[src/sv/rdmc_pkg.sv]
// ============================================================================
// rdmc_pkg - shared definitions for the depth-first maze carver
// Opcodes, status codes, direction codes and field widths used by the
// sequencer and the neighbour unit.
// ============================================================================
package rdmc_pkg;

	// Default side of the wall matrix; the cell grid is half of it per side
	localparam int MATRIX_SIDE_DEF = 8;

	// Fixed field widths
	localparam int OP_W    = 2;
	localparam int IDX_W   = 4;
	localparam int DIR_W   = 2;
	localparam int STAT_W  = 2;
	localparam int WALL_W  = 4;

	// Request opcodes
	localparam logic [OP_W-1:0] OP_START = 2'd0;
	localparam logic [OP_W-1:0] OP_STEP  = 2'd1;
	localparam logic [OP_W-1:0] OP_READ  = 2'd2;

	// Response status codes
	localparam logic [STAT_W-1:0] ST_OK      = 2'd0;
	localparam logic [STAT_W-1:0] ST_CARVED  = 2'd1;
	localparam logic [STAT_W-1:0] ST_REJECT  = 2'd2;
	localparam logic [STAT_W-1:0] ST_IGNORED = 2'd3;

	// Directions; the same code is the wall bit position
	localparam logic [DIR_W-1:0] DIR_UP    = 2'd0;
	localparam logic [DIR_W-1:0] DIR_DOWN  = 2'd1;
	localparam logic [DIR_W-1:0] DIR_RIGHT = 2'd2;
	localparam logic [DIR_W-1:0] DIR_LEFT  = 2'd3;

	// All walls standing
	localparam logic [WALL_W-1:0] WALLS_ALL = 4'hF;

	// Wall mask for one direction
	function automatic logic [WALL_W-1:0] wall_bit(input logic [DIR_W-1:0] dir);
		wall_bit = WALL_W'(1) << dir;
	endfunction

endpackage

[src/sv/rdmc_nbr.sv]
// ============================================================================
// rdmc_nbr - neighbour unit
// Steps one grid coordinate in a direction and flags moves that leave the
// grid. Shared by the carve and the backtrack phases of the sequencer.
// ============================================================================
module rdmc_nbr #(
	parameter int CELL_SIDE = rdmc_pkg::MATRIX_SIDE_DEF / 2,
	parameter int RW        = (CELL_SIDE > 1) ? $clog2(CELL_SIDE) : 1
) (
	input  logic [RW-1:0]               row,
	input  logic [RW-1:0]               col,
	input  logic [rdmc_pkg::DIR_W-1:0]  dir,
	output logic                        ok,
	output logic [RW-1:0]               nrow,
	output logic [RW-1:0]               ncol
);

	localparam logic [RW-1:0] EDGE_HI = RW'(CELL_SIDE - 1);

	// One step, bounded by the grid edges
	always_comb begin
		nrow = row;
		ncol = col;
		ok   = 1'b0;
		case (dir)
			rdmc_pkg::DIR_UP: begin
				ok   = (row != '0);
				nrow = row - RW'(1);
			end
			rdmc_pkg::DIR_DOWN: begin
				ok   = (row != EDGE_HI);
				nrow = row + RW'(1);
			end
			rdmc_pkg::DIR_RIGHT: begin
				ok   = (col != EDGE_HI);
				ncol = col + RW'(1);
			end
			default: begin
				ok   = (col != '0);
				ncol = col - RW'(1);
			end
		endcase
	end

endmodule

[src/sv/random_dfs_maze_carver_top.sv]
// ============================================================================
// random_dfs_maze_carver_top - depth-first maze carver
// Recursive-backtracker maze over a square grid of cells. Cell memory holds
// walls and visited mark, a second memory holds the path stack. A one-hot
// sequencer drives the neighbour unit and both memory ports.
// ============================================================================
//
// Channel  Signals                                   Beat content
// -------  ----------------------------------------  -----------------------
// req      req_valid / req_ready                     opcode, cell_index,
//                                                    direction
// rsp      rsp_valid / rsp_ready                     status, walk_done,
//                                                    src_cell, to_cell,
//                                                    wall_bits, visited_flag
//
// One beat at a time. A step beat runs the carve states, then the backtrack,
// then the result state; the backtrack visits stack entries and probes the
// neighbours of each, one at a time through the single cell memory read
// port.
// A start beat adds a sweep that refills the cell memory, plus a coordinate
// conversion state.
// After reset the same sweep runs before req_ready rises.
// A stalled rsp channel holds the sequencer in its final state.
module random_dfs_maze_carver_top #(
	parameter int MATRIX_SIDE = rdmc_pkg::MATRIX_SIDE_DEF
) (
	input  logic                          clk,
	input  logic                          arst_n,
	input  logic                          req_valid,
	output logic                          req_ready,
	input  logic [rdmc_pkg::OP_W-1:0]     opcode,
	input  logic [rdmc_pkg::IDX_W-1:0]    cell_index,
	input  logic [rdmc_pkg::DIR_W-1:0]    direction,
	output logic                          rsp_valid,
	input  logic                          rsp_ready,
	output logic [rdmc_pkg::STAT_W-1:0]   status,
	output logic                          walk_done,
	output logic [rdmc_pkg::IDX_W-1:0]    src_cell,
	output logic [rdmc_pkg::IDX_W-1:0]    to_cell,
	output logic [rdmc_pkg::WALL_W-1:0]   wall_bits,
	output logic                          visited_flag
);

	localparam int CELL_SIDE = MATRIX_SIDE / 2;
	localparam int NCELLS    = CELL_SIDE * CELL_SIDE;
	localparam int RW        = (CELL_SIDE > 1) ? $clog2(CELL_SIDE) : 1;
	localparam int CW        = $clog2(NCELLS);
	localparam int DW        = $clog2(NCELLS + 1);
	localparam int SW        = 2 * RW;
	localparam int XW        = (CW > rdmc_pkg::IDX_W) ? CW : rdmc_pkg::IDX_W;
	localparam int MW        = rdmc_pkg::WALL_W + 1;
	localparam logic [CW-1:0] LAST_CELL = CW'(NCELLS - 1);

	typedef enum logic [15:0] {
		S_INIT   = 16'h0001,
		S_IDLE   = 16'h0002,
		S_CLEAR  = 16'h0004,
		S_DIV    = 16'h0008,
		S_SEED   = 16'h0010,
		S_C_TOP  = 16'h0020,
		S_C_LD   = 16'h0040,
		S_C_RDN  = 16'h0080,
		S_C_CHK  = 16'h0100,
		S_C_WRC  = 16'h0200,
		S_UW     = 16'h0400,
		S_UW_LD  = 16'h0800,
		S_UW_NB  = 16'h1000,
		S_UW_CHK = 16'h2000,
		S_RD     = 16'h4000,
		S_RES    = 16'h8000
	} state_t;

	// Control state
	state_t                          state_q;
	logic [CW-1:0]                   clr_q;
	logic [DW-1:0]                   depth_q;
	logic                            active_q;
	logic                            any_vis_q;
	logic [rdmc_pkg::DIR_W-1:0]      dcnt_q;
	logic                            rsp_valid_q;

	// Datapath registers
	logic [rdmc_pkg::DIR_W-1:0]      dir_q;
	logic [rdmc_pkg::IDX_W-1:0]      rem_q;
	logic [RW-1:0]                   cur_row_q;
	logic [RW-1:0]                   cur_col_q;
	logic [RW-1:0]                   n_row_q;
	logic [RW-1:0]                   n_col_q;
	logic [CW-1:0]                   n_addr_q;
	logic [rdmc_pkg::STAT_W-1:0]     stat_w_q;
	logic [rdmc_pkg::IDX_W-1:0]      src_w_q;
	logic [rdmc_pkg::IDX_W-1:0]      to_w_q;
	logic [rdmc_pkg::WALL_W-1:0]     walls_w_q;
	logic                            vis_w_q;

	// Output register
	logic [rdmc_pkg::STAT_W-1:0]     status_q;
	logic                            walk_done_q;
	logic [rdmc_pkg::IDX_W-1:0]      src_cell_q;
	logic [rdmc_pkg::IDX_W-1:0]      to_cell_q;
	logic [rdmc_pkg::WALL_W-1:0]     wall_bits_q;
	logic                            visited_q;

	// Memories: cell = {visited, walls}, stack = {row, col}
	logic [MW-1:0]                   cell_mem [NCELLS];
	logic [SW-1:0]                   stack_mem [NCELLS];
	logic                            cm_we;
	logic [CW-1:0]                   cm_waddr;
	logic [MW-1:0]                   cm_wdata;
	logic [CW-1:0]                   cm_raddr;
	logic [MW-1:0]                   cm_rdata_q;
	logic                            st_we;
	logic [CW-1:0]                   st_waddr;
	logic [SW-1:0]                   st_wdata;
	logic [CW-1:0]                   st_raddr;
	logic [SW-1:0]                   st_rdata_q;

	// Neighbour unit and address forming
	logic [rdmc_pkg::DIR_W-1:0]      nb_dir;
	logic                            nb_ok;
	logic [RW-1:0]                   nb_row;
	logic [RW-1:0]                   nb_col;
	logic [CW-1:0]                   nb_addr;
	logic [CW-1:0]                   cur_addr;
	logic [XW-1:0]                   cur_x;
	logic [XW-1:0]                   n_x;
	logic [DW-1:0]                   depth_m1;
	logic [RW-1:0]                   seed_row;
	logic [RW-1:0]                   seed_col;
	logic                            idx_ok;
	logic                            req_acc;
	logic                            slot_free;
	logic                            stack_room;

	rdmc_nbr #(
		.CELL_SIDE (CELL_SIDE),
		.RW        (RW)
	) u_nbr (
		.row  (cur_row_q),
		.col  (cur_col_q),
		.dir  (nb_dir),
		.ok   (nb_ok),
		.nrow (nb_row),
		.ncol (nb_col)
	);

	assign nb_dir     = state_q inside {S_C_RDN} ? dir_q : dcnt_q;
	assign nb_addr    = CW'(32'(nb_row) * CELL_SIDE + 32'(nb_col));
	assign cur_addr   = CW'(32'(cur_row_q) * CELL_SIDE + 32'(cur_col_q));
	assign cur_x      = XW'(cur_addr);
	assign n_x        = XW'(n_addr_q);
	assign depth_m1   = depth_q - DW'(1);
	assign idx_ok     = (32'(cell_index) < NCELLS);
	assign req_ready  = (state_q == S_IDLE);
	assign req_acc    = req_valid && req_ready;
	assign slot_free  = !rsp_valid_q || rsp_ready;
	assign stack_room = (32'(depth_q) < NCELLS);

	// Start cell index to row and column: compares against row boundaries
	always_comb begin
		seed_row = '0;
		seed_col = RW'(rem_q);
		for (int r = 1; r < (1 << rdmc_pkg::IDX_W); r++) begin
			if (r < CELL_SIDE && 32'(rem_q) >= r * CELL_SIDE) begin
				seed_row = RW'(r);
				seed_col = RW'(32'(rem_q) - r * CELL_SIDE);
			end
		end
	end

	// Memory port control
	always_comb begin
		cm_we    = 1'b0;
		cm_waddr = cur_addr;
		cm_wdata = {1'b0, rdmc_pkg::WALLS_ALL};
		cm_raddr = cur_addr;
		st_we    = 1'b0;
		st_waddr = depth_q[CW-1:0];
		st_wdata = {n_row_q, n_col_q};
		st_raddr = depth_m1[CW-1:0];
		case (state_q)
			S_INIT, S_CLEAR: begin
				cm_we    = 1'b1;
				cm_waddr = clr_q;
			end
			S_IDLE: begin
				cm_raddr = CW'(cell_index);
			end
			S_SEED: begin
				cm_we    = 1'b1;
				cm_wdata = {1'b1, rdmc_pkg::WALLS_ALL};
				st_we    = 1'b1;
				st_waddr = '0;
				st_wdata = {cur_row_q, cur_col_q};
			end
			S_C_RDN, S_UW_NB: begin
				cm_raddr = nb_addr;
			end
			S_C_CHK: begin
				// open the wall on the far side; read the near cell meanwhile
				cm_we    = !cm_rdata_q[MW-1];
				cm_waddr = n_addr_q;
				cm_wdata = {1'b1, cm_rdata_q[rdmc_pkg::WALL_W-1:0]
					& ~rdmc_pkg::wall_bit(dir_q ^ 2'b01)};
			end
			S_C_WRC: begin
				cm_we    = 1'b1;
				cm_wdata = {cm_rdata_q[MW-1], cm_rdata_q[rdmc_pkg::WALL_W-1:0]
					& ~rdmc_pkg::wall_bit(dir_q)};
				st_we    = stack_room;
			end
			default: begin
			end
		endcase
	end

	// Memories
	always_ff @(posedge clk) begin
		if (cm_we) begin
			cell_mem[cm_waddr] <= cm_wdata;
		end
		cm_rdata_q <= cell_mem[cm_raddr];
	end

	always_ff @(posedge clk) begin
		if (st_we) begin
			stack_mem[st_waddr] <= st_wdata;
		end
		st_rdata_q <= stack_mem[st_raddr];
	end

	// Sequencer
	always_ff @(posedge clk or negedge arst_n) begin
		if (!arst_n) begin
			state_q     <= S_INIT;
			clr_q       <= '0;
			depth_q     <= '0;
			active_q    <= 1'b0;
			any_vis_q   <= 1'b0;
			dcnt_q      <= rdmc_pkg::DIR_UP;
			rsp_valid_q <= 1'b0;
		end else begin
			if (rsp_valid_q && rsp_ready && state_q != S_RES) begin
				rsp_valid_q <= 1'b0;
			end
			case (state_q)
				S_INIT, S_CLEAR: begin
					if (clr_q == LAST_CELL) begin
						clr_q   <= '0;
						state_q <= (state_q == S_INIT) ? S_IDLE : S_DIV;
					end else begin
						clr_q <= clr_q + CW'(1);
					end
				end
				S_IDLE: begin
					if (req_valid) begin
						if (opcode == rdmc_pkg::OP_START && idx_ok) begin
							state_q <= S_CLEAR;
						end else if (opcode == rdmc_pkg::OP_STEP && active_q) begin
							state_q <= S_C_TOP;
						end else if (opcode == rdmc_pkg::OP_READ && idx_ok) begin
							state_q <= S_RD;
						end else begin
							state_q <= S_RES;
						end
					end
				end
				S_DIV: state_q <= S_SEED;
				S_SEED: begin
					depth_q   <= DW'(1);
					active_q  <= 1'b1;
					any_vis_q <= 1'b1;
					state_q   <= S_UW;
				end
				S_C_TOP: state_q <= S_C_LD;
				S_C_LD:  state_q <= S_C_RDN;
				S_C_RDN: state_q <= nb_ok ? S_C_CHK : S_UW;
				S_C_CHK: state_q <= cm_rdata_q[MW-1] ? S_UW : S_C_WRC;
				S_C_WRC: begin
					if (stack_room) begin
						depth_q <= depth_q + DW'(1);
					end
					state_q <= S_UW;
				end
				// backtrack: pop cells until one has an unvisited neighbour
				S_UW: begin
					if (depth_q == '0) begin
						active_q <= 1'b0;
						state_q  <= S_RES;
					end else begin
						state_q <= S_UW_LD;
					end
				end
				S_UW_LD: begin
					dcnt_q  <= rdmc_pkg::DIR_UP;
					state_q <= S_UW_NB;
				end
				S_UW_NB, S_UW_CHK: begin
					if (state_q == S_UW_NB && nb_ok) begin
						state_q <= S_UW_CHK;
					end else if (state_q == S_UW_CHK && !cm_rdata_q[MW-1]) begin
						state_q <= S_RES;
					end else if (dcnt_q == rdmc_pkg::DIR_LEFT) begin
						depth_q <= depth_m1;
						state_q <= S_UW;
					end else begin
						dcnt_q  <= dcnt_q + rdmc_pkg::DIR_W'(1);
						state_q <= S_UW_NB;
					end
				end
				S_RD: state_q <= S_RES;
				S_RES: begin
					if (slot_free) begin
						rsp_valid_q <= 1'b1;
						state_q     <= S_IDLE;
					end
				end
				default: state_q <= S_INIT;
			endcase
		end
	end

	// Datapath and result assembly
	always_ff @(posedge clk) begin
		case (state_q)
			S_IDLE: begin
				if (req_acc) begin
					dir_q     <= direction;
					rem_q     <= cell_index;
					stat_w_q  <= rdmc_pkg::ST_IGNORED;
					src_w_q   <= '0;
					to_w_q    <= '0;
					walls_w_q <= '0;
					vis_w_q   <= 1'b0;
				end
			end
			// start cell coordinates
			S_DIV: begin
				cur_row_q <= seed_row;
				cur_col_q <= seed_col;
			end
			S_SEED: stat_w_q <= rdmc_pkg::ST_OK;
			S_C_LD, S_UW_LD: begin
				cur_row_q <= st_rdata_q[SW-1:RW];
				cur_col_q <= st_rdata_q[RW-1:0];
			end
			S_C_RDN: begin
				n_row_q  <= nb_row;
				n_col_q  <= nb_col;
				n_addr_q <= nb_addr;
				if (!nb_ok) begin
					stat_w_q <= rdmc_pkg::ST_REJECT;
				end
			end
			S_C_CHK: begin
				if (cm_rdata_q[MW-1]) begin
					stat_w_q <= rdmc_pkg::ST_REJECT;
				end
			end
			S_C_WRC: begin
				stat_w_q <= rdmc_pkg::ST_CARVED;
				src_w_q  <= cur_x[rdmc_pkg::IDX_W-1:0];
				to_w_q   <= n_x[rdmc_pkg::IDX_W-1:0];
			end
			S_RD: begin
				stat_w_q  <= rdmc_pkg::ST_OK;
				walls_w_q <= cm_rdata_q[rdmc_pkg::WALL_W-1:0];
				vis_w_q   <= cm_rdata_q[MW-1];
			end
			S_RES: begin
				if (slot_free) begin
					status_q    <= stat_w_q;
					walk_done_q <= (depth_q == '0) && any_vis_q;
					src_cell_q  <= src_w_q;
					to_cell_q   <= to_w_q;
					wall_bits_q <= walls_w_q;
					visited_q   <= vis_w_q;
				end
			end
			default: begin
			end
		endcase
	end

	assign rsp_valid    = rsp_valid_q;
	assign status       = status_q;
	assign walk_done    = walk_done_q;
	assign src_cell     = src_cell_q;
	assign to_cell      = to_cell_q;
	assign wall_bits    = wall_bits_q;
	assign visited_flag = visited_q;

	// Checks
	a_depth_bound: assert property (@(posedge clk) disable iff (!arst_n)
		32'(depth_q) <= NCELLS)
		else $error("stack depth beyond grid size");

	a_active_depth: assert property (@(posedge clk) disable iff (!arst_n)
		(state_q == S_IDLE) |-> (active_q == (depth_q != '0)))
		else $error("walk flag disagrees with stack depth");

	a_leave_idle: assert property (@(posedge clk) disable iff (!arst_n)
		req_acc |=> (state_q != S_IDLE))
		else $error("accepted beat left no work");

	a_rsp_source: assert property (@(posedge clk) disable iff (!arst_n)
		$rose(rsp_valid_q) |-> $past(state_q == S_RES))
		else $error("response raised outside result state");

	a_done_visited: assert property (@(posedge clk) disable iff (!arst_n)
		(rsp_valid_q && walk_done_q) |-> any_vis_q)
		else $error("walk done with nothing visited");

endmodule
[config.mk]
export PLATFORM = sky130hd
export DESIGN_NAME = random_dfs_maze_carver_top
export DESIGN_NICKNAME = d
export VERILOG_FILES = /design/src/sv/rdmc_pkg.sv /design/src/sv/rdmc_nbr.sv /design/src/sv/random_dfs_maze_carver_top.sv
export SDC_FILE = /design/constraint.sdc
export NUM_CORES = 1
export LEC_CHECK = 0
export BUFFER_PORTS_ARGS = -buffer_cell sky130_fd_sc_hd__buf_2
export CAP_MARGIN = 20
export CORE_UTILIZATION = 56
export DETAILED_ROUTE_END_ITERATION = 7
export PLACE_DENSITY = 0.76
export SLEW_MARGIN = 20
export SYNTH_ARGS = -nofsm -noshare
export SYNTH_HDL_FRONTEND = slang
export SYNTH_SLANG_ARGS = --single-unit
[constraint.sdc]
create_clock -name clk -period 4.1 [get_ports clk]
set_input_delay 1.025 -clock clk [delete_from_list [all_inputs] [get_ports clk]]
set_output_delay 1.025 -clock clk [all_outputs]
set_load 0.005 [all_outputs]
==> key figures, run 1 <==
Yosys
  – Synth cell types: a little over 70
  – EDFF count, synth: around 190
  – Yosys warning count: 0
  – Mapped Cells: 696
  – Syn nets: 717
  – Ys async rst share: about an eighth
  – Sequential cell area fraction in the yosys report: 66.9%
  – Mean Syn Cell Area: roughly 14 um2
  – Ys flop type: edfxtp_1
  – #FFs+latches synth: 228
  – Post-Syn Area: between 9000 and 10000 um2

STA
  – Slew @ Worst Pin: 0.866 ns
  – Final Critical Period: 4.02 ns
  – Fmax: between 200 and 250 MHz
  – Fin Setup TNS: 0 ns
  – Fin. Hold Viols: 0
  – Final setup violation count: 0
  – Part of the cycle the worst path needs: between 90% and 100%
  – Max_slew headroom: about two fifths
  – Max-slew violations: 0
  – Clock skew: about 0.012 ns
  – Final worst slack: about 0.078 ns

Finish
  – P&R area growth vs syn: 15.4%
  – Nets: 794
  – FF+latch area: around 6600 um2
  – Multi-input gate area: slightly above 3000 um2
  – # fillers: about 1200
  – Layout cells sized above 1: 22.2%
  – Commonest non-fill, non-tap cells in the layout: edfxtp_1 (189), nand2_1 (57), nor2_1 (55), buf_4 (52), a21oi_1 (33)
  – Post-Route Utilization: between 60 and 70%
  – Most common cell after layout, fill and taps aside: edfxtp_1

GRT
  – Vias in the first global route: between 6000 and 7000
  – GRT Total Usage: 26.2%
  – Pin count of the biggest net entering global routing: 31
  – Antenna violations before repair: 1
  – GRT Residual Overflow: 0
  – Global-route wire length before repair: ~35000 um

Detailed routing
  – # DRC: 0
  – Iteration-0 DRC Markers: between 700 and 800
  – Final Routed Wirelength: approximately 23000 um
  – ANT nets after route: 0
  – Via density: 6.28
  – Drt wl/cell: roughly 23 um
  – Vias: roughly 6400
  – TritonRoute pass-1 iters: 5

Clock network
  – Worst-path clk slew: around 0.060 ns
  – CTS buffer count: 23
  – CTS H-tree depth: 1
  – Num Clock Sinks: between 200 and 250
  – Worst-Skew Late Latency: 0.51 ns
  – CTS tree: built
  – Root buf cell: clkbuf_16
  – Clock tree buffer depth: 3

Hold path
  – HP Start: walls_w_q[0]
  – Worst Hold Path EP: wall_bits[0]
  – HP Class: reg -> reg
  – Hold depth: 0

Floorplan
  – Core area: 17200 um2
  – Row Count: 48
  – Top-Level Pins: 30
  – Initial core utilization: a little under three fifths
  – Die ar.: between 15000 and 20000 um2
  – Die Height: around 130 um
  – Die width: approximately 130 um

Pwr
  – Worst IR Drop VDD: around 0.41 mV
  – P per Cell Area: 507 nW/um2
  – Leak: around 0.0040 uW

Worst setup path
  – Critical path required time: 4.48 ns
  – Register-to-Register Path Depth: 15
  – CP max FO: 10
  – CP arrival: about 4.4 ns
  – Buffer and inverter count on the worst path: 2
  – Max stage delay on crit path: slightly below 0.6 ns
  – Critical path class: reg -> reg
  – Worst-path cell chain: or4_4 -> nor4_4 -> nand2_1 -> o21ai_2 -> inv_1 -> ha_2 -> xnor2_2 -> nand2_1 -> mux2i_2 -> mux2_4 -> nand2_4 -> bufbuf_16 -> mux2i_2 -> a221oi_1 -> or4_1
  – Startpoint Class: flip-flop
  – R2r startpoint: state_q[14]
  – Crit-path leading delay family: simple AND/OR/NAND/NOR gates
  – FF-to-FF setup slack: 0.08 ns
  – Worst reg2reg path endpoint: cm_rdata_q[2]
  – CP Capture Type: flip-flop
  – Slowest CP cell: or4_4

Run status
  – Status: finished, final reports clean

Run
  – Max_cap viols: 0

Place
  – Pre-CTS setup slack: -0.0889 ns
  – GPL Wtd Cong: between 0.9 and 1
  – IO Port Bufs: 29
  – Hpwl dp: 15500 um
[metal layers]
layer  vias up  global-route usage, %  part of all wire, %
li1       2858                      -                    -
met4         0                   8.86                  3.2
met2       319                   41.8                   48
met3        58                   5.37                  8.3
met5         -                      0                    0
met1      3138                   36.2                   40
[report_power, final]
part | internal [uW] | total, uW | switching (uW)
combinational | 410 | 1040 | 631
sequential | 2670 | 2770 | 98.7
clock | 1120 | 1960 | 841
[synthesized netlist by cell type, types with 5 or more instances]
library cell | instances | area [um2]
or4_1 | 8 | 60.1
dfxtp_1 | 9 | 180
xnor2_1 | 10 | 87.6
a31oi_1 | 6 | 37.5
inv_1 | 16 | 60.1
nand4b_1 | 6 | 52.6
nand2b_1 | 8 | 50.1
nand3_1 | 12 | 60.1
dfrtp_1 | 29 | 726
a21oi_1 | 34 | 170
nor2_1 | 55 | 206
o21ai_0 | 16 | 80.1
nand4_1 | 6 | 37.5
and3_1 | 7 | 43.8
nor4_1 | 5 | 31.3
nor3_1 | 13 | 65.1
edfxtp_1 | 189 | 5680
and2_1 | 18 | 113
nand2_1 | 58 | 218
buf_2 | 6 | 30.0
ha_1 | 9 | 113
a221oi_1 | 22 | 193
mux2_2 | 10 | 113
mux4_2 | 20 | 450
clkbuf_1 | 21 | 78.8
mux2i_1 | 23 | 230
[area by class of cell]
class | instances | share of cell area, %
sequential | 228 | 58.0
multi-input combinational | 417 | 27.2
timing repair buffer | 85 | 5.62
clock buffer | 31 | 5.40
tap | 225 | 2.47
clock inverter | 10 | 0.725
inverter | 18 | 0.593
antenna | 1 | 0.0220
[kinds of logic after synthesis]
| family | Yosys count | share of synthesized area, % |
|---|---|---|
| buffers and inverters | 51 | 2.32 |
| multiplexers | 54 | 8.18 |
| adder cells (fa/ha/maj) | 9 | 1.14 |
| XOR/XNOR | 12 | 1.06 |
| flip-flops | 228 | 66.9 |
| AO/OA/AOI/OAI | 112 | 7.75 |
| AND/OR/NAND/NOR | 230 | 12.6 |
[per-stage QoR]
stage                     total power [uW]  std cells  instance area (um2)  hold WS (ns)
final                                 5770       1015                11400         0.418
after global routing                  5980       1014                11400         0.427
after CTS                             5750       1009                11300         0.420
after detailed placement              3770        960                10500         0.406
after global placement                3730        960                10500         0.400
after floorplan                       3460        696                 9880         0.400
[flip-flops by register name (all words and copies together) (netlist names), 4 cells and up]
register    count
rem_q           4
state_q        16
depth_q         5
stack_mem      64
clr_q           4
cm_rdata_q      5
cell_mem       80
walls_w_q       4
wall_bits       4
to_cell         4
src_cell        4
to_w_q          4
st_rdata_q      4
src_w_q         4
[worst max-delay path by stage]
stage	startpoint	to	cells after the start
after CTS	state_q[8]	cm_rdata_q[1]	15
final	state_q[14]	cm_rdata_q[2]	15
after global routing	state_q[13]	cm_rdata_q[2]	14
after floorplan	state_q[12]	cm_rdata_q[1]	16
after global placement	state_q[12]	cm_rdata_q[0]	15
after detailed placement	state_q[12]	cm_rdata_q[3]	15
[what timing repair did]
action / in CTS / in global routing
gates resized for setup: 5 / 8
pin swaps: 2 / 3
buffers inserted: 6 / 5
hold buffers: 0 / 0
gates cloned: 2 / 0
endpoints found under the setup margin: 5 / 5
Power figures use the tool's default switching activity.
==> run 2: changes to the inputs <==
- clock period: 4.1 -> 3.53 ns (I/O delays scaled with it)
==> run 2 against run 1 <==
The run now ends with negative setup slack left. Clock skew fell by 0.0034 ns. Worst hold slack got worse by 0.015 ns. Utilization is 3.1 points higher. Die area stayed put. Critical path depth unchanged. Register-to-register slack got worse by 0.30 ns. Cell area grew 4.7%. Wire length increased by 6.0%. Sequential share of layout area down 2.6 points. Worst setup slack worse by 0.30 ns. Final cell count grew 5.2%. Critical path type unchanged. Critical endpoint is now cm_rdata_q[4]. Largest power group unchanged. Highest routed layer unchanged.
==> key figures, run 2 (synthesized netlist as in run 1, its figures left out) <==
Finish
  – Top reg by flops: cell_mem
  – FF+latch area: 6610 um2 (about the same)
  – Multi-input gate area: 3230 um2 (+4.2%)
  – Max reg flops: 80 (unchanged)
  – # fillers: 1115 (-5.4%)
  – P&R area growth vs syn: 20.8%
  – Most common cell after layout, fill and taps aside: edfxtp_1
  – Layout cells sized above 1: 29.3% (+7.1 points)
  – Commonest non-fill, non-tap cells in the layout: edfxtp_1 (189), buf_4 (103), nand2_1 (57), nor2_1 (55), buf_2 (29)
  – Largest regs: cell_mem: 80 flops, stack_mem: 64 flops, state_q: 16 flops
  – Post-Route Utilization: 69.2% (+3.1 points)
  – # diodes: 0 (-1)
  – Nets: 846 (+6.5%)

Worst setup path
  – R2r startpoint: state_q[10]
  – CP startpoint: state_q[10]
  – Max stage delay on crit path: 0.56 ns (-0.02 ns)
  – Slowest CP cell: or4_4
  – Critical path depth in cells: 15 (unchanged)
  – Worst-path cell chain: or4_4 -> nor4_4 -> nand2_1 -> o21ai_2 -> inv_2 -> ha_4 -> xnor2_2 -> nand2_1 -> mux2i_2 -> mux2_4 -> nand2_8 -> buf_4 -> mux2i_1 -> a221oi_1 -> or4_1
  – Crit-path leading delay family: simple AND/OR/NAND/NOR gates
  – CP arrival: 4.14 ns (-0.26 ns)
  – Register-to-Register Path Depth: 15 (unchanged)
  – FF-to-FF setup slack: -0.22 ns (-0.30 ns)
  – CP max FO: 5 (-5)
  – CP Capture Type: flip-flop
  – Worst reg2reg path endpoint: cm_rdata_q[4]
  – Critical path required time: 3.92 ns (-0.56 ns)
  – Startpoint Class: flip-flop
  – Most frequent CP cell: nand2_1
  – Setup crit end: cm_rdata_q[4]
  – Critical path class: reg -> reg
  – Buffer and inverter count on the worst path: 2 (unchanged)

GRT
  – Pin count of the biggest net entering global routing: 31 (unchanged)
  – Global-route wire length before repair: 38100 um (+7.3%)
  – Antenna violations before repair: 0 (-1)
  – GRT Residual Overflow: 0 (unchanged)
  – Vias in the first global route: 6636 (+7.3%)
  – GRT Total Usage: 28.1% (+1.9 points)

STA
  – Final setup violation count: 5 (+5)
  – Unrepaired setup endpoints after global routing: true
  – Fin. Hold Viols: 0 (unchanged)
  – Final Critical Period: 3.75 ns (-0.271 ns)
  – Clock skew: 0.00899 ns (-0.00340 ns)
  – Max_slew headroom: 49.2% (+7.7 points)
  – Part of the cycle the worst path needs: 106% (+8.2 points)
  – Min Hold Slack: 0.404 ns (-0.0147 ns)
  – Max-slew violations: 0 (unchanged)
  – Fin Setup TNS: -1.04 ns (-1.04 ns)
  – Final worst slack: -0.222 ns (-0.299 ns)
  – Fmax: 267 MHz (+7.2%)
  – Slew @ Worst Pin: 0.762 ns (-0.104 ns)

Run status
  – Failing checks: negative setup slack
  – Status: finished, violations left

Pwr
  – Sequential power share: 46.3% (-1.7 points)
  – Internal Power: 5050 uW (+20%)
  – P per Cell Area: 584 nW/um2 (+15%)
  – Switching power: 1920 uW (+22%)
  – Switching share of power: 27.6% (+0.36 points)
  – Combinational share of power: 19.3% (+1.3 points)
  – Worst IR Drop VDD: 0.458 mV (+13%)
  – Leak: 0.00432 uW (+6.8%)
  – Power, Total: 6970 uW (+21%)
  – Power share of the clock group: 34.3% (+0.4 points)

Detailed routing
  – Vias: 6569 (+3.1%)
  – Iteration-0 DRC Markers: 645 (-18%)
  – # DRC: 0 (unchanged)
  – Drt wl/cell: 22.7 um (+0.75%)
  – TritonRoute pass-1 iters: 5 (unchanged)
  – Via density: 6.15 (-2.0%)
  – ANT nets after route: 0 (unchanged)
  – Final Routed Wirelength: 24300 um (+6.0%)

Hold path
  – HP Class: in -> async

Floorplan
  – Row Count: 48 (unchanged)
  – Top-Level Pins: 30 (unchanged)
  – Initial core utilization: 57.3% (unchanged)
  – Die Height: 135 um (unchanged)
  – Die ar.: 18200 um2 (unchanged)
  – Die width: 135 um (unchanged)
  – Core area: 17200 um2 (unchanged)

Run
  – Max_cap viols: 0 (unchanged)

Clock network
  – Num Clock Sinks: 228 (unchanged)
  – CTS buffer count: 24 (+4.3%)
  – Clock tree buffer depth: 3 (unchanged)
  – Worst-path clk slew: 0.06 ns (about the same)
  – CTS H-tree depth: 1 (unchanged)
  – Root buf cell: clkbuf_16
  – CTS tree: built
  – Worst-Skew Late Latency: 0.52 ns (about the same)
  – # hold bufs at CTS: 0 (unchanged)

Place
  – Pre-CTS setup slack: -0.337 ns (-0.248 ns)
  – Hpwl dp: 16900 um (+9.0%)
  – GPL Wtd Cong: 0.963 (-0.62%)
  – IO Port Bufs: 29 (unchanged)
-- run 2: how the worst min path moves through the flow --
stage                  from            to  slack [ns]  depth (start not counted)
2_1_floorplan    src_w_q[0]   src_cell[0]        0.40                          0
6_report             arst_n     rsp_valid        0.40                          1
5_1_grt        walls_w_q[1]  wall_bits[1]        0.42                          0
4_1_cts        walls_w_q[1]  wall_bits[1]        0.42                          0
3_3_place_gp      to_w_q[0]    to_cell[0]        0.40                          0
3_5_place_dp   walls_w_q[1]  wall_bits[1]        0.40                          0
-- run 2: area by class of cell --
type / count / share of cell area (%)
clock inverter: 7 / 0.619
clock buffer: 37 / 5.61
sequential: 228 / 55.4
inverter: 18 / 0.566
tap: 225 / 2.36
multi-input combinational: 417 / 27.0
timing repair buffer: 136 / 8.39
-- run 2: what timing repair did --
action / CTS / global route
resized for setup: 12 / 13
setup buffers: 6 / 2
pin swaps: 13 / 10
gates cloned: 1 / 0
setup endpoints to repair: 6 / 12
-- run 2: power groups by stage --
stage	sequential [uW]	clock (uW)	combinational (uW)
4_1_cts	3220	2420	1310
6_report	3230	2390	1350
2_1_floorplan	3220	0	829
3_3_place_gp	3260	0	1220
5_1_grt	3240	2520	1450
3_5_place_dp	3270	0	1270
-- run 2: through the flow --
step | area (um2) | std cells
2_1_floorplan | 9980 | 696
3_3_place_gp | 11000 | 1016
3_5_place_dp | 11000 | 1016
4_1_cts | 11800 | 1067
5_1_grt | 11900 | 1068
6_report | 11900 | 1068
-- run 2: routing by layer --
layer | wire (um) | vias up | share of wire (%) | global-route usage (%)
met5 | 0 | - | 0 | 0
met4 | 693 | 0 | 2.9 | 9.99
met3 | 1760 | 58 | 7.2 | 4.24
met2 | 11600 | 299 | 48 | 44.2
met1 | 10200 | 3248 | 42 | 40.3
li1 | - | 2964 | - | -
==> run 3: changes to the inputs <==
- CELL_PAD_IN_SITES_DETAIL_PLACEMENT: default -> 1
- CELL_PAD_IN_SITES_GLOBAL_PLACEMENT: default -> 1
- CORE_ASPECT_RATIO: default -> 2
- CORE_UTILIZATION: 56 -> 47
- PLACE_DENSITY: 0.76 -> 0.75
- RECOVER_POWER: default -> 50
==> run 3 against run 2 <==
The run ends with max-capacitance violations, max-slew violations, negative setup slack left. Clock skew up 0.0057 ns. Combinational power grew 6%. Worst hold slack gained 0.022 ns. Critical endpoint is now cm_rdata_q[1].
==> key figures, run 3 (synthesized netlist as in run 1, its figures left out) <==
Pwr
  – Power share of the clock group: 32.0% (-2.3 points)
  – P per Cell Area: 561 nW/um2 (-4.1%)
  – Switching power: 1980 uW (+3.0%)
  – Combinational share of power: 20.8% (+1.5 points)
  – Sequential power share: 47.3% (+1.0 points)
  – Worst IR Drop VDD: 0.391 mV (-15%)
  – Power, Total: 6860 uW (-1.5%)
  – Switching share of power: 28.8% (+1.3 points)
  – Internal Power: 4880 uW (-3.2%)
  – Leak: 0.00438 uW (+1.5%)

Finish
  – Top reg by flops: cell_mem
  – Multi-input gate area: 3430 um2 (+6.4%)
  – P&R area growth vs syn: 24.0%
  – Commonest non-fill, non-tap cells in the layout: edfxtp_1 (189), buf_4 (102), nand2_1 (56), nor2_1 (53), dfrtp_1 (29)
  – Post-Layout Cell Count: 1112 (+4.1%)
  – Layout cells sized above 1: 32.4% (+3.1 points)
  – Nets: 853 (+0.83%)
  – Largest regs: cell_mem: 80 flops, stack_mem: 64 flops, state_q: 16 flops
  – FF+latch area: 6610 um2 (about the same)
  – Max reg flops: 80 (unchanged)
  – Most common cell after layout, fill and taps aside: edfxtp_1
  – # fillers: 2006 (+80%)
  – # diodes: 0 (unchanged)

Hold path
  – HP Class: reg -> reg

Place
  – Hpwl dp: 21300 um (+26%)
  – Dpl cells: 1052 (+3.5%)
  – GPL Wtd Cong: 0.930 (-3.4%)
  – IO Port Bufs: 29 (unchanged)

Floorplan
  – Die Height: 207 um (+54%)
  – Die ar.: 21600 um2 (+19%)
  – Row Count: 74 (+54%)
  – Core area: 20600 um2 (+19%)
  – Initial core utilization: 48.0% (-9.2 points)
  – Die width: 105 um (-22%)
  – Top-Level Pins: 30 (unchanged)

Worst setup path
  – Worst-path cell chain: buf_4 -> nor4_4 -> nand4_1 -> buf_6 -> mux2_4 -> ha_4 -> xnor2_2 -> nand2_1 -> mux2i_2 -> mux2_4 -> nand2_8 -> buf_12 -> buf_6 -> mux2i_4 -> a221oi_2 -> or4_1
  – Startpoint Class: flip-flop
  – Critical path required time: 3.90 ns (-0.02 ns)
  – CP max FO: 10 (+5)
  – Critical path class: reg -> reg
  – CP arrival: 4.40 ns (+0.26 ns)
  – CP Capture Type: flip-flop
  – Max stage delay on crit path: 0.59 ns (+0.03 ns)
  – Slowest CP cell: or4_1

Detailed routing
  – Final Routed Wirelength: 30700 um (+27%)
  – ANT nets after route: 0 (unchanged)
  – TritonRoute pass-1 iters: 5 (unchanged)
  – Via density: 6.06 (-1.5%)
  – Drt wl/cell: 27.6 um (+22%)
  – Vias: 6737 (+2.6%)
  – # DRC: 0 (unchanged)
  – Iteration-0 DRC Markers: 327 (-49%)

GRT
  – Antenna violations before repair: 0 (unchanged)
  – Met2 Use GR: 57.5% (+13 points)
  – Routing usage on met3: 3.56% (-0.69 points)
  – GRT Residual Overflow: 0 (unchanged)
  – Vias in the first global route: 7652 (+15%)
  – Gr busiest metal: met2
  – Pin count of the biggest net entering global routing: 31 (unchanged)
  – GRT Total Usage: 28.8% (+0.70 points)
  – GR met1 Demand/Resource: 25.8% (-15 points)
  – Global-route wire length before repair: 45800 um (+20%)

Clock network
  – Worst-path clk slew: 0.08 ns (+0.02 ns)
  – Root buf cell: clkbuf_16
  – Worst-Skew Late Latency: 0.52 ns (about the same)
  – CTS tree: built
  – Num Clock Sinks: 228 (unchanged)
  – Clock tree buffer depth: 3 (unchanged)
  – CTS buffer count: 20 (-17%)
  – CTS H-tree depth: 1 (unchanged)

STA
  – Slew @ Worst Pin: 1.70 ns (+0.940 ns)
  – Min Hold Slack: 0.425 ns (+0.0215 ns)
  – Unrepaired setup endpoints after global routing: true
  – Clock skew: 0.0147 ns (+0.00575 ns)
  – Max-slew violations: 31 (+31)
  – Final setup violation count: 10 (+5)
  – Fmax: 248 MHz (-7.0%)
  – Max_slew headroom: -13.5% (-63 points)
  – Final worst slack: -0.503 ns (-0.281 ns)
  – Fin. Hold Viols: 0 (unchanged)
  – Part of the cycle the worst path needs: 114% (+8.0 points)
  – Fin Setup TNS: -2.62 ns (-1.58 ns)
  – Final Critical Period: 4.03 ns (+0.281 ns)

Run status
  – Status: finished, violations left
  – Failing checks: max-capacitance violations, max-slew violations, negative setup slack

Run
  – Max_cap viols: 1 (+1)
run 3: changes by cell type in the layout (fill, tap and decap cells not counted), moves of 4 or more:
cell and change:
buf_2 -5, a221oi_2 +5, clkbuf_16 -4, mux2i_4 +6, buf_6 +8, a21oi_1 -6, a221oi_1 -5, mux2i_1 -4
a21oi_2 +6
run 3: per-layer routing:
layer,up-vias,share of wire (%)
li1,2958,-
met1,3459,31
met2,198,58
met3,122,3.3
met4,0,8.5
met5,-,0
run 3: cell type report:
cell class / instances / area share [%]
tap: 266 / 2.72
clock buffer: 25 / 4.40
multi-input combinational: 418 / 28.0
inverter: 18 / 0.552
clock inverter: 11 / 0.889
sequential: 228 / 54.0
timing repair buffer: 146 / 9.43
run 3: per-stage QoR:
step                setup WS (ns)  cell area (um2)  util (%)
floorplan                  -0.175             9980         -
global placement           -0.393            11000      53.6
detailed placement         -0.537            11000      53.6
CTS                        -0.234            12100      58.6
global route               -0.646            12200      59.6
finish                     -0.503            12200      59.6
run 3: power by group through the flow:
| stage | logic, uW | registers [uW] | clock network, uW |
|---|---|---|---|
| floorplan | 829 | 3220 | 0 |
| global placement | 1190 | 3280 | 0 |
| detailed placement | 1260 | 3290 | 0 |
| CTS | 1370 | 3240 | 2210 |
| global route | 1530 | 3260 | 2290 |
| finish | 1430 | 3240 | 2190 |
run 3: worst paths after layout:
path | startpoint | end | slack, ns | cells past startpoint
min in group asynchronous | arst_n | rsp_valid | 0.80 | 1
max reg2reg | state_q[6] | cm_rdata_q[1] | -0.50 | 16
min reg2reg | stat_w_q[0] | status[0] | 0.43 | 0
max | state_q[6] | cm_rdata_q[1] | -0.50 | 16
min | stat_w_q[0] | status[0] | 0.43 | 0
max in group asynchronous | arst_n | depth_q[0] | 1.74 | 1
run 3: critical path, delay by kind of cell (launching register included):
kind                       cells  cell delay [ns]
AOI/OAI and AO/OA              1             0.10
xor gates and xnor gates       1             0.15
adders and majority gates      1             0.18
buffers and inverters          4             0.62
DFF                            1             0.41
muxes                          4             1.16
and+or+nand+nor                5             1.25
run 3: repair_timing:
item / CTS / global route
setup buffers: 16 / 10
setup endpoints to repair: 15 / 17
gates resized for setup: 36 / 30
cloned: 3 / 0
hold buffers: 0 / 0
pin swaps: 20 / 11
